$ cat src/sdrs_pkg.sv
package sdrs_pkg;

    // Width of the internal offset arithmetic; offsets wrap at this width.
    localparam int OFFSET_BITS = 32;

    // Result queue depth (power of two so the pointers wrap naturally).
    localparam int FIFO_DEPTH = 4;
    localparam int FIFO_AW    = $clog2(FIFO_DEPTH);
    localparam int FIFO_CW    = $clog2(FIFO_DEPTH + 1);

    // Maximum number of spans that one input beat can produce.
    localparam int MAX_SPANS = 2;
    localparam int SPAN_CW   = $clog2(MAX_SPANS + 1);

    // One emitted span as seen on the output channel.
    typedef struct packed {
        logic [31:0] span_start;
        logic [31:0] span_end;
        logic        final_span;
    } span_t;

    // Spans produced by one accepted input beat, packed from entry 0 upward.
    typedef struct packed {
        logic [SPAN_CW-1:0] count;
        span_t              span1;
        span_t              span0;
    } span_pair_t;

    // Scanner status seen by the top level.
    typedef struct packed {
        logic have_section;
        logic pos_zero;
    } scan_status_t;

    // Result queue status seen by the top level.
    typedef struct packed {
        logic [FIFO_CW-1:0] count;
        logic               nearly_full;
    } fifo_status_t;

endpackage

$ cat src/sdrs_scanner.sv
module sdrs_scanner
    import sdrs_pkg::*;
(
    input  logic                clk,
    input  logic                rst_n,
    input  logic                cfg_we,
    input  logic [31:0]         cfg_wdata,
    input  logic                accept,
    input  logic [7:0]          data_byte,
    input  logic                last_byte,
    output span_pair_t          spans,
    output scan_status_t        status
);

    typedef enum logic [3:0] {
        PH_LINE_START,
        PH_LINE_REST,
        PH_GOT_LT,
        PH_GOT_D,
        PH_GOT_I,
        PH_GOT_V,
        PH_WS_NAME,
        PH_NAME,
        PH_WS_EQ,
        PH_SKIP,
        PH_WS_VAL,
        PH_QVAL,
        PH_UVAL
    } phase_t;

    localparam logic [2:0] NAME_FULL  = 3'd4;
    localparam logic [2:0] NAME_FAIL  = 3'd7;
    localparam logic [3:0] VALUE_FULL = 4'd7;
    localparam logic [3:0] VALUE_FAIL = 4'd15;

    localparam logic [1:0] QUOTE_NONE   = 2'd0;
    localparam logic [1:0] QUOTE_DOUBLE = 2'd1;
    localparam logic [1:0] QUOTE_SINGLE = 2'd2;

    localparam logic [7:0] CH_CR    = 8'h0d;
    localparam logic [7:0] CH_LF    = 8'h0a;
    localparam logic [7:0] CH_SP    = 8'h20;
    localparam logic [7:0] CH_TAB   = 8'h09;
    localparam logic [7:0] CH_VT    = 8'h0b;
    localparam logic [7:0] CH_FF    = 8'h0c;
    localparam logic [7:0] CH_LT    = 8'h3c;
    localparam logic [7:0] CH_GT    = 8'h3e;
    localparam logic [7:0] CH_EQ    = 8'h3d;
    localparam logic [7:0] CH_DQ    = 8'h22;
    localparam logic [7:0] CH_SQ    = 8'h27;
    localparam logic [7:0] CH_LOW_D = 8'h64;
    localparam logic [7:0] CH_LOW_I = 8'h69;
    localparam logic [7:0] CH_LOW_V = 8'h76;

    localparam logic [7:0] WORD_TYPE [4] = '{8'h74, 8'h79, 8'h70, 8'h65};
    localparam logic [7:0] WORD_SECTION [7] =
        '{8'h73, 8'h65, 8'h63, 8'h74, 8'h69, 8'h6f, 8'h6e};

    function automatic logic is_ws(input logic [7:0] c);
        return (c == CH_SP) || (c == CH_TAB) || (c == CH_VT) || (c == CH_FF);
    endfunction

    function automatic logic is_name_char(input logic [7:0] c);
        return (c >= 8'h61 && c <= 8'h7a) || (c >= 8'h41 && c <= 8'h5a) ||
               (c >= 8'h30 && c <= 8'h39) || (c == 8'h5f) || (c == 8'h2d) ||
               (c == 8'h3a) || (c == 8'h2e);
    endfunction

    function automatic logic [2:0] next_name(input logic [2:0] m, input logic [7:0] c);
        logic [2:0] r;
        r = NAME_FAIL;
        if (m < NAME_FULL && c == WORD_TYPE[m[1:0]])
        begin
            r = m + 3'd1;
        end
        return r;
    endfunction

    function automatic logic [3:0] next_value(input logic [3:0] m, input logic [7:0] c);
        logic [3:0] r;
        r = VALUE_FAIL;
        if (m < VALUE_FULL && c == WORD_SECTION[m[2:0]])
        begin
            r = m + 4'd1;
        end
        return r;
    endfunction

    logic [31:0]            base_reg;
    logic [OFFSET_BITS-1:0] pos_reg, pos_next;
    phase_t                 phase_reg, phase_next;
    logic [2:0]             name_reg, name_next;
    logic [3:0]             value_reg, value_next;
    logic [1:0]             quote_reg, quote_next;
    logic                   matched_reg, matched_next;
    logic [OFFSET_BITS-1:0] cand_reg, cand_next;
    logic [OFFSET_BITS-1:0] open_reg, open_next;
    logic                   have_reg, have_next;

    logic [OFFSET_BITS-1:0] first;
    logic [OFFSET_BITS-1:0] here;
    logic                   pair_ok;
    logic                   confirm;
    span_t                  prev_span;
    span_t                  last_span;

    assign first   = OFFSET_BITS'(base_reg);
    assign here    = first + pos_reg;
    assign pair_ok = (name_reg == NAME_FULL) && (value_reg == VALUE_FULL);

    // Tag recognizer: one step per byte.
    always_comb
    begin
        phase_next   = phase_reg;
        name_next    = name_reg;
        value_next   = value_reg;
        quote_next   = quote_reg;
        matched_next = matched_reg;
        cand_next    = cand_reg;
        confirm      = 1'b0;

        if (data_byte == CH_CR || data_byte == CH_LF)
        begin
            phase_next = PH_LINE_START;
        end
        else
        begin
            case (phase_reg)
                PH_LINE_START:
                begin
                    if (data_byte == CH_LT)
                    begin
                        cand_next  = here;
                        phase_next = PH_GOT_LT;
                    end
                    else if (data_byte != CH_SP && data_byte != CH_TAB)
                    begin
                        phase_next = PH_LINE_REST;
                    end
                end
                PH_GOT_LT:
                begin
                    phase_next = (data_byte == CH_LOW_D) ? PH_GOT_D : PH_LINE_REST;
                end
                PH_GOT_D:
                begin
                    phase_next = (data_byte == CH_LOW_I) ? PH_GOT_I : PH_LINE_REST;
                end
                PH_GOT_I:
                begin
                    phase_next = (data_byte == CH_LOW_V) ? PH_GOT_V : PH_LINE_REST;
                end
                PH_GOT_V:
                begin
                    matched_next = 1'b0;
                    name_next    = 3'd0;
                    value_next   = 4'd0;
                    quote_next   = QUOTE_NONE;
                    phase_next   = is_ws(data_byte) ? PH_WS_NAME : PH_LINE_REST;
                end
                PH_LINE_REST:
                begin
                    phase_next = PH_LINE_REST;
                end
                default:
                begin
                    // Attribute area of a candidate tag.
                    if (data_byte == CH_GT)
                    begin
                        if ((phase_reg == PH_QVAL || phase_reg == PH_UVAL) && pair_ok)
                        begin
                            matched_next = 1'b1;
                        end
                        confirm    = matched_next;
                        phase_next = PH_LINE_REST;
                    end
                    else
                    begin
                        case (phase_reg)
                            PH_WS_NAME:
                            begin
                                if (!is_ws(data_byte))
                                begin
                                    name_next = 3'd0;
                                    if (is_name_char(data_byte))
                                    begin
                                        name_next  = next_name(3'd0, data_byte);
                                        phase_next = PH_NAME;
                                    end
                                    else if (data_byte == CH_EQ)
                                    begin
                                        phase_next = PH_WS_VAL;
                                    end
                                    else
                                    begin
                                        phase_next = PH_SKIP;
                                    end
                                end
                            end
                            PH_NAME:
                            begin
                                if (is_name_char(data_byte))
                                begin
                                    name_next = next_name(name_reg, data_byte);
                                end
                                else if (is_ws(data_byte))
                                begin
                                    phase_next = PH_WS_EQ;
                                end
                                else if (data_byte == CH_EQ)
                                begin
                                    phase_next = PH_WS_VAL;
                                end
                                else
                                begin
                                    phase_next = PH_SKIP;
                                end
                            end
                            PH_WS_EQ:
                            begin
                                if (data_byte == CH_EQ)
                                begin
                                    phase_next = PH_WS_VAL;
                                end
                                else if (!is_ws(data_byte))
                                begin
                                    phase_next = PH_SKIP;
                                end
                            end
                            PH_SKIP:
                            begin
                                if (is_ws(data_byte))
                                begin
                                    phase_next = PH_WS_NAME;
                                end
                            end
                            PH_WS_VAL:
                            begin
                                if (!is_ws(data_byte))
                                begin
                                    value_next = 4'd0;
                                    if (data_byte == CH_DQ || data_byte == CH_SQ)
                                    begin
                                        quote_next = (data_byte == CH_DQ) ? QUOTE_DOUBLE
                                                                          : QUOTE_SINGLE;
                                        phase_next = PH_QVAL;
                                    end
                                    else
                                    begin
                                        quote_next = QUOTE_NONE;
                                        value_next = next_value(4'd0, data_byte);
                                        phase_next = PH_UVAL;
                                    end
                                end
                            end
                            PH_QVAL:
                            begin
                                if ((quote_reg == QUOTE_DOUBLE && data_byte == CH_DQ) ||
                                    (quote_reg == QUOTE_SINGLE && data_byte == CH_SQ))
                                begin
                                    if (pair_ok)
                                    begin
                                        matched_next = 1'b1;
                                    end
                                    phase_next = PH_WS_NAME;
                                end
                                else
                                begin
                                    value_next = next_value(value_reg, data_byte);
                                end
                            end
                            PH_UVAL:
                            begin
                                if (is_ws(data_byte))
                                begin
                                    if (pair_ok)
                                    begin
                                        matched_next = 1'b1;
                                    end
                                    phase_next = PH_WS_NAME;
                                end
                                else
                                begin
                                    value_next = next_value(value_reg, data_byte);
                                end
                            end
                            default:
                            begin
                                phase_next = PH_LINE_REST;
                            end
                        endcase
                    end
                end
            endcase
        end
    end

    // Span bookkeeping and the spans caused by this beat.
    always_comb
    begin
        open_next = open_reg;
        have_next = have_reg;
        pos_next  = pos_reg + OFFSET_BITS'(1);

        prev_span.span_start = 32'(open_reg);
        prev_span.span_end   = 32'(cand_reg - OFFSET_BITS'(1));
        prev_span.final_span = 1'b0;

        spans.count = '0;
        spans.span0 = prev_span;
        spans.span1 = prev_span;

        if (confirm)
        begin
            if (have_reg)
            begin
                spans.count = SPAN_CW'(1);
            end
            open_next = cand_reg;
            have_next = 1'b1;
        end

        last_span.span_start = 32'(have_next ? open_next : first);
        last_span.span_end   = 32'(here);
        last_span.final_span = 1'b1;

        if (last_byte)
        begin
            if (spans.count == '0)
            begin
                spans.span0 = last_span;
            end
            else
            begin
                spans.span1 = last_span;
            end
            spans.count = spans.count + SPAN_CW'(1);
        end
    end

    // Recognizer and offset state; the end of a range resets all of it but the base offset.
    always_ff @(posedge clk or negedge rst_n)
    begin
        if (!rst_n)
        begin
            base_reg    <= '0;
            pos_reg     <= '0;
            phase_reg   <= PH_LINE_START;
            name_reg    <= '0;
            value_reg   <= '0;
            quote_reg   <= QUOTE_NONE;
            matched_reg <= 1'b0;
            cand_reg    <= '0;
            open_reg    <= '0;
            have_reg    <= 1'b0;
        end
        else
        begin
            if (cfg_we)
            begin
                base_reg <= cfg_wdata;
            end
            if (accept)
            begin
                if (last_byte)
                begin
                    pos_reg     <= '0;
                    phase_reg   <= PH_LINE_START;
                    name_reg    <= '0;
                    value_reg   <= '0;
                    quote_reg   <= QUOTE_NONE;
                    matched_reg <= 1'b0;
                    cand_reg    <= '0;
                    open_reg    <= '0;
                    have_reg    <= 1'b0;
                end
                else
                begin
                    pos_reg     <= pos_next;
                    phase_reg   <= phase_next;
                    name_reg    <= name_next;
                    value_reg   <= value_next;
                    quote_reg   <= quote_next;
                    matched_reg <= matched_next;
                    cand_reg    <= cand_next;
                    open_reg    <= open_next;
                    have_reg    <= have_next;
                end
            end
        end
    end

    assign status.have_section = have_reg;
    assign status.pos_zero     = (pos_reg == '0);

endmodule

$ cat src/sdrs_out_fifo.sv
module sdrs_out_fifo
    import sdrs_pkg::*;
(
    input  logic         clk,
    input  logic         rst_n,
    input  logic         push,
    input  span_pair_t   spans,
    input  logic         pop_stall,
    output logic         pop_valid,
    output span_t        head,
    output fifo_status_t status
);

    span_t              mem [FIFO_DEPTH];
    logic [FIFO_AW-1:0] wr_ptr_reg, wr_ptr_next;
    logic [FIFO_AW-1:0] rd_ptr_reg, rd_ptr_next;
    logic [FIFO_CW-1:0] count_reg, count_next;
    logic [SPAN_CW-1:0] n_push;
    logic               pop;

    assign n_push    = push ? spans.count : '0;
    assign pop_valid = (count_reg != '0);
    assign pop       = pop_valid && !pop_stall;
    assign head      = mem[rd_ptr_reg];

    // Pointer and fill arithmetic for up to two writes and one read per cycle.
    always_comb
    begin
        wr_ptr_next = FIFO_AW'(wr_ptr_reg + FIFO_AW'(n_push));
        rd_ptr_next = pop ? FIFO_AW'(rd_ptr_reg + 1'b1) : rd_ptr_reg;
        count_next  = FIFO_CW'(count_reg + FIFO_CW'(n_push) - FIFO_CW'(pop));
    end

    always_ff @(posedge clk or negedge rst_n)
    begin
        if (!rst_n)
        begin
            wr_ptr_reg <= '0;
            rd_ptr_reg <= '0;
            count_reg  <= '0;
        end
        else
        begin
            wr_ptr_reg <= wr_ptr_next;
            rd_ptr_reg <= rd_ptr_next;
            count_reg  <= count_next;
        end
    end

    // Entry storage; spans are written in order starting at the write pointer.
    always_ff @(posedge clk)
    begin
        if (n_push != '0)
        begin
            mem[wr_ptr_reg] <= spans.span0;
        end
        if (n_push == SPAN_CW'(2))
        begin
            mem[FIFO_AW'(wr_ptr_reg + 1'b1)] <= spans.span1;
        end
    end

    // Stall the producer unless a full beat's worth of spans still fits.
    assign status.count       = count_reg;
    assign status.nearly_full = (count_reg > FIFO_CW'(FIFO_DEPTH - MAX_SPANS));

endmodule

$ cat src/section_div_record_splitter.sv
// Section div record splitter.
//
// Bytes of one record range enter on the input channel, one per beat, with
// last_byte marking the final byte. Each line that opens with a div tag whose
// type attribute is section starts a new section; the span of the previous
// section leaves on the output channel as one beat. The last byte always
// produces a beat with final_span set, covering the open section or, when no
// section was found, the whole range. The base offset register is written
// through cfg_wdata/cfg_we; the user must do this only while the block is
// idle, as the block itself does not enforce it.
// A span enters the result queue when its byte is accepted and leaves from
// the queue head. One byte per cycle is taken while in_stall is low, also a
// byte that causes two spans; the four-entry result queue drains at one span
// per cycle while out_stall is low.
// Reset clears the recognizer, the offset counter and the queue, and sets the
// base offset to zero. While the receiver stalls, spans collect in the queue;
// in_stall rises once fewer than two entries are free.
module section_div_record_splitter
    import sdrs_pkg::*;
(
    input  logic        clk,
    input  logic        rst_n,
    input  logic        cfg_we,
    input  logic [31:0] cfg_wdata,
    input  logic        in_valid,
    output logic        in_stall,
    input  logic [7:0]  data_byte,
    input  logic        last_byte,
    output logic        out_valid,
    input  logic        out_stall,
    output logic [31:0] span_start,
    output logic [31:0] span_end,
    output logic        final_span
);

    logic         accept;
    span_pair_t   spans;
    scan_status_t scan_status;
    fifo_status_t fifo_status;
    span_t        head;

    assign in_stall = fifo_status.nearly_full;
    assign accept   = in_valid && !in_stall;

    sdrs_scanner u_scanner (
        .clk       (clk),
        .rst_n     (rst_n),
        .cfg_we    (cfg_we),
        .cfg_wdata (cfg_wdata),
        .accept    (accept),
        .data_byte (data_byte),
        .last_byte (last_byte),
        .spans     (spans),
        .status    (scan_status)
    );

    sdrs_out_fifo u_out_fifo (
        .clk       (clk),
        .rst_n     (rst_n),
        .push      (accept),
        .spans     (spans),
        .pop_stall (out_stall),
        .pop_valid (out_valid),
        .head      (head),
        .status    (fifo_status)
    );

    assign span_start = head.span_start;
    assign span_end   = head.span_end;
    assign final_span = head.final_span;

    // The queue never holds more entries than it has.
    assert property (@(posedge clk) disable iff (!rst_n)
        fifo_status.count <= FIFO_CW'(FIFO_DEPTH))
        else $error("result queue overfilled");

    // The last byte of a range always leaves a beat waiting on the output.
    assert property (@(posedge clk) disable iff (!rst_n)
        accept && last_byte |=> out_valid)
        else $error("no span after last byte");

    // After the last byte the section tracking and the byte counter restart.
    assert property (@(posedge clk) disable iff (!rst_n)
        accept && last_byte |=> !scan_status.have_section && scan_status.pos_zero)
        else $error("range state not cleared");

endmodule

$ cat config.mk
export PLATFORM = sky130hd
export DESIGN_NAME = section_div_record_splitter
export DESIGN_NICKNAME = d
export VERILOG_FILES = /design/src/sdrs_pkg.sv /design/src/sdrs_scanner.sv /design/src/sdrs_out_fifo.sv /design/src/section_div_record_splitter.sv
export SDC_FILE = /design/constraint.sdc
export NUM_CORES = 1
export LEC_CHECK = 0
export BUFFER_PORTS_ARGS = -buffer_cell sky130_fd_sc_hd__buf_2
export CAP_MARGIN = 10
export CORE_UTILIZATION = 59
export CTS_BUF_LIST = sky130_fd_sc_hd__clkbuf_16
export DETAILED_ROUTE_END_ITERATION = 10
export GPL_TIMING_DRIVEN = 1
export PLACE_DENSITY_LB_ADDON = 0.05
export SETUP_SLACK_MARGIN = 0.5
export SLEW_MARGIN = 20
export SYNTH_ARGS = -nofsm -noshare
export SYNTH_HDL_FRONTEND = slang
export SYNTH_SLANG_ARGS = --single-unit
$ cat constraint.sdc
create_clock -name clk -period 8.8 [get_ports clk]
set_input_delay 0.44 -clock clk [delete_from_list [all_inputs] [get_ports clk]]
set_output_delay 0.44 -clock clk [all_outputs]
set_load 0.02 [all_outputs]
## Word level (Yosys, flattened, before mapping)

Memories as Yosys holds them, arrays and structs flattened.
Cells that the tools add are included.

- Register bits: 150
- Bits in writable memories: 260
- Bits in read-only memories: 64
- Input port bits: 46
- Output and inout bits: 67
- Memories: 2

- $add $sub $neg: 11
- $lt $le $gt $ge: 11
- Equal/unequal tests: 59
- Multiplexer cells: 88
- Bitwise operators: 2
- Reduce and logical (&&, ||, !) cells: 46

Memories:

| name | depth | width | rd ports | clocked after Yosys merged registers in | write ports | RTL line | RTL |
|---|---|---|---|---|---|---|---|
| u_out_fifo.mem | 4 | 65 | 1 | 0 | 2 | sdrs_out_fifo.sv:14 | `span_t mem [FIFO_DEPTH];` |
| (no name shown) | 8 | 8 | 1 | 0 | 0 | sdrs_scanner.sv:82 | `if (m < VALUE_FULL && c == WORD_SECTION[m[2:0]])` |

Operators with widths:

| operator | number |
|---|---|
| $mux W32 | 8 |
| $mux W132 | 1 |
| $mux W65 | 2 |
| $mux W4 | 22 |
| $eq A8 B6 Y1 const B | 9 |
| $eq A8 B7 Y1 const B | 6 |
| $pmux W4 S6 | 2 |
| $ne A11 B9 Y1 const B | 4 |
| $eq A8 B4 Y1 const B | 5 |
| $mux W3 | 12 |
| $add A32 B1 Y32 const B | 1 |
| $add A32 B32 Y32 | 1 |
| $mux W8 | 4 |
| $sub A32 B1 Y32 const B | 1 |
| $mux W2 | 12 |
| $eq A4 B3 Y1 const B | 5 |
| $eq A4 B4 Y1 const B | 5 |
| $mux W1 | 17 |
| $bmux W8 S2 | 1 |
| $eq A8 B8 Y1 | 2 |
| $ge A8 B7 Y1 const B | 2 |
| $le A8 B7 Y1 const B | 2 |
| $ne A4 B4 Y1 const B | 4 |
| $reduce_and A8 Y1 | 2 |
| other kinds (50) | 87 |

## Longest topological paths before layout

- Depth after elaboration: 15
- Mapped depth: 18
- Depth with buffers taken out: 14

## Hierarchy

From an unflattened synthesis, not the netlist that was laid out.

- Cells, all modules: 2031
- Area, all modules: 24252.0 µm²

Modules (own cells, without submodules):

| module | times used | cells an instance | area an instance (µm²) | seq. area each (µm²) |
|---|---|---|---|---|
| sdrs_out_fifo | 1 | 676 | 13107.6 | 7982.7 |
| sdrs_scanner | 1 | 1354 | 11130.7 | 3578.4 |
| section_div_record_splitter | 1 | 1 | 13.8 | 0.0 |

## Worst setup path before layout

No wires, ideal clock.

- Path kind: input -> register
- Start: input data_byte[6]
- End: memory u_out_fifo.mem[0][0] (netlist bit), enable pin
- Library setup time: 0.509 ns
- Arrival time: 5.973 ns
- Data required time: 8.291 ns
- Setup slack: 2.318 ns
- Stages on the path: 10
- Buffers on the path: 3
- Cells stage by stage: buf_2 or3b_1 buf_2 nor4b_4 o211ai_2 or2_1 buf_4 ha_1 or3_1 a21oi_1

RTL lines:

| element | RTL line | RTL |
|---|---|---|
| from (decl) | section_div_record_splitter.sv:27 | `input logic [7:0] data_byte,` |
| to (decl) | sdrs_out_fifo.sv:14 |  |

==> impl_metrics.ini <==
[outcome]
status = finished, final reports clean

[worst_hold_path]
hold_path_class = primary input to flip-flop

[setup_path]
cp_max_fo = 69
slowest_stage = nand2_2
slowest_delay_ns = 0.69
required_ns = 9.07
cp-end-kind = flip-flop
worstPathCellList = or3b_1 -> a2111oi_2 -> o211ai_4 -> or2_1 -> ha_1 -> nand2_1 -> nor2_1 -> nand3_2 -> buf_4 -> xnor2_2 -> nand2_2 -> nor2_1 -> a21oi_1
path_class = flip-flop to flip-flop
crit_arrival_ns = 5.43
critPathMostFrequentCell = nor2_1
crit_path_start_kind = flip-flop

[global_route]
grt_use_total_pct = 32.22
grt_pass1_vias = 16740
antenna_found_initial = 1
grt_pass1_wl_um = 96920
grt_max_degree = 78
overflow = 0

[yosys]
synth-edff-count = 260
syn_avg_cell_area_um2 = 10.56
synth.most_common_cell = nor2_1
async_flop_share_pct = 36.59
syn_inst = 2171
syn_area_um2 = 22920
syn_nets = 2264
synth_top_area_share_pct = 34.06
synth_cell_types = 77
synth.top_cells.by_area = edfxtp_1 34%, dfrtp_1 16%, mux4_2 6.4%
yosys_warnings = 0
synthFlopType = edfxtp_1
synthTopCellsByCount = 266 x nor2_1, 260 x edfxtp_1, 227 x a21oi_1
synth_seq_cells = 410
synth_largest_area_cell = edfxtp_1
yosysSeqAreaShare_pct = 50.44

[job]
maxCapViolations = 0

[detailed_routing]
drc_errors = 0
wire_per_inst_um = 22.45
ant_nets = 0
first_pass_iters = 5
wl_um = 61770
drtIter0Drc = 1391
dr_total_vias = 17440
routed_via_density = 6.341

[layout]
largest_register_ffs = 260
drive_above_1_share_pct = 15.63
final_nets = 2296
syn_to_final_growth_pct = 9.548
top_register = u_out_fifo.mem

[timing]
period_minus_slack_ns = 5.164
slew_headroom_pct = 22.04
tightest_slew_ns = 1.165
hold_viol = 0
fmax_ghz = 0.1936
rsz0062_at_grt = false
fin_worst_skew_ns = 0.02372
drv_slew = 0
setup-tns-final_ns = 0
setup_viol = 0
min_period_over_period_pct = 58.69
fin_ws_ns = 3.636

[die]
core_um2 = 37930
dieHeight_um = 199.1
start_util_pct = 60.42
dieArea_um2 = 39640
num_rows = 71
num_io_pins = 113
fp.dieW_um = 199.1

[power_and_ir_drop]
p_sw_share_pct = 33.97
p_clk_share_pct = 29.9
power.total_mw = 5.864
pwr-share-seq_pct = 41.1
p_int_mw = 3.872
peakVddDrop_uv = 178.0
power_switching_mw = 1.992
p_per_area_nw_per_um2 = 233.5
leakage_nw = 10.08
pwr-share-comb_pct = 29.0

[clock_tree]
cts.htree.levels = 2
cts_buffers = 44
post_cts_buffers = 0
clock_latency_ns = 0.58
clock_sinks = 410
cts_buffer_depth = 3
cts-root-buf = clkbuf_16
path_clk_slew_ns = 0.06
cts_tree = built

[placed_design]
place_hpwl_um = 40970
io_buffers = 112
gp_congestion = 0.8832
post-place-ws_ns = 3.582
==> logic make-up (layout without fill, tap and decap cells) <==
group	after synthesis	count (layout)	synth area share, %
other	0	1	0
DFF	410	410	50.44
muxes	194	194	12.37
buffers and inverters	179	247	3.253
adders and majority gates	47	47	2.631
xor gates and xnor gates	98	98	3.810
and+or+nand+nor	683	683	13.35
AOI/OAI and AO/OA	560	560	14.14
==> power by group through the flow <==
stage	Combinational (mW)	Sequential, mW	Clock [mW]
4_1_cts	1.71	2.41	1.76
3_3_place_gp	1.68	2.44	0
2_1_floorplan	1.26	2.33	0
3_5_place_dp	1.70	2.45	0
6_report	1.70	2.41	1.75
5_1_grt	1.84	2.43	1.84
==> worst max-delay path, delay by kind of cell, from the launching register on <==
kind,cells,cell delay [ns]
flip-flops,1,0.63
AO/OA/AOI/OAI,3,0.80
adder cells (fa/ha/maj),1,0.45
AND/OR/NAND/NOR,7,2.11
buffers and inverters,1,0.64
XOR/XNOR,1,0.20
==> final timing paths <==
| path | from | endpoint | slack (ns) | cells past startpoint |
|---|---|---|---|---|
| hold / removal | cfg_wdata[16] | u_scanner.base_reg[16] | 0.08 | 2 |
| max in group asynchronous | rst_n | u_scanner.open_reg[15] | 7.15 | 3 |
| setup reg to reg | u_scanner.phase_reg[2] | u_out_fifo.mem[2][8] | 3.64 | 13 |
| min in group asynchronous | rst_n | u_scanner.quote_reg[0] | 0.45 | 2 |
| hold reg to reg | u_scanner.quote_reg[1] | u_scanner.quote_reg[1] | 0.51 | 2 |
| setup / recovery | u_scanner.phase_reg[2] | u_out_fifo.mem[2][8] | 3.64 | 13 |
==> metal layers <==
layer | part of all wire (%) | routed length [um] | track usage, % | vias to the layer above
met2 | 46 | 28710 | 51.01 | 729
met1 | 43 | 26540 | 45.76 | 8594
li1 | - | - | - | 8033
met4 | 2.0 | 1213 | 7.721 | 0
met3 | 8.6 | 5304 | 6.397 | 87
met5 | 0 | 0 | 0 | -
==> cells in the final DEF (no fill, tap or decap), types with 7 or more instances in the layout <==
cell	instances
nor3_1	32
nor4_1	7
buf_4	21
xnor2_1	43
a31oi_1	9
nand2_1	211
a211oi_1	7
xor2_1	53
mux2_2	64
mux4_2	65
or3_1	16
clkinv_1	15
o211ai_1	8
and2_1	14
nand2b_1	14
o21ai_0	171
ha_1	45
a22oi_1	33
mux2i_1	65
a22o_1	20
a21o_1	20
clkbuf_16	46
a21oi_1	225
edfxtp_1	260
nand3_1	37
o21ai_1	16
and3_1	21
nor2_1	263
dfrtp_1	148
buf_2	111
nor2b_1	13
inv_1	42
==> cell type report <==
cell class,count,area [um2]
Clock buffer,46,1151
Tap cell,511,639.4
Clock inverter,36,188.9
Timing Repair Buffer,135,745.7
Inverter,30,112.6
Multi-Input combinational cell,1582,10700
Antenna cell,1,2.502
Sequential cell,410,11570
Fill cell,3006,12820
==> through the flow <==
stage          hold WS (ns)  instance area, um2  std cells  util (%)
4_1_cts             0.06061               25100       2750     66.17
3_3_place_gp         0.4855               23750       2667     62.61
5_1_grt             0.06747               25110       2750     66.19
2_1_floorplan        0.1444               22920       2171         -
3_5_place_dp         0.5007               23750       2667     62.61
6_report            0.08383               25110       2751     66.19
==> repair_timing <==
item	CTS	global route
hold buffers	1	0
hold endpoints to repair	76	0
resized for setup	0	0
setup endpoints to repair	0	0
Power figures use the tool's default switching activity.
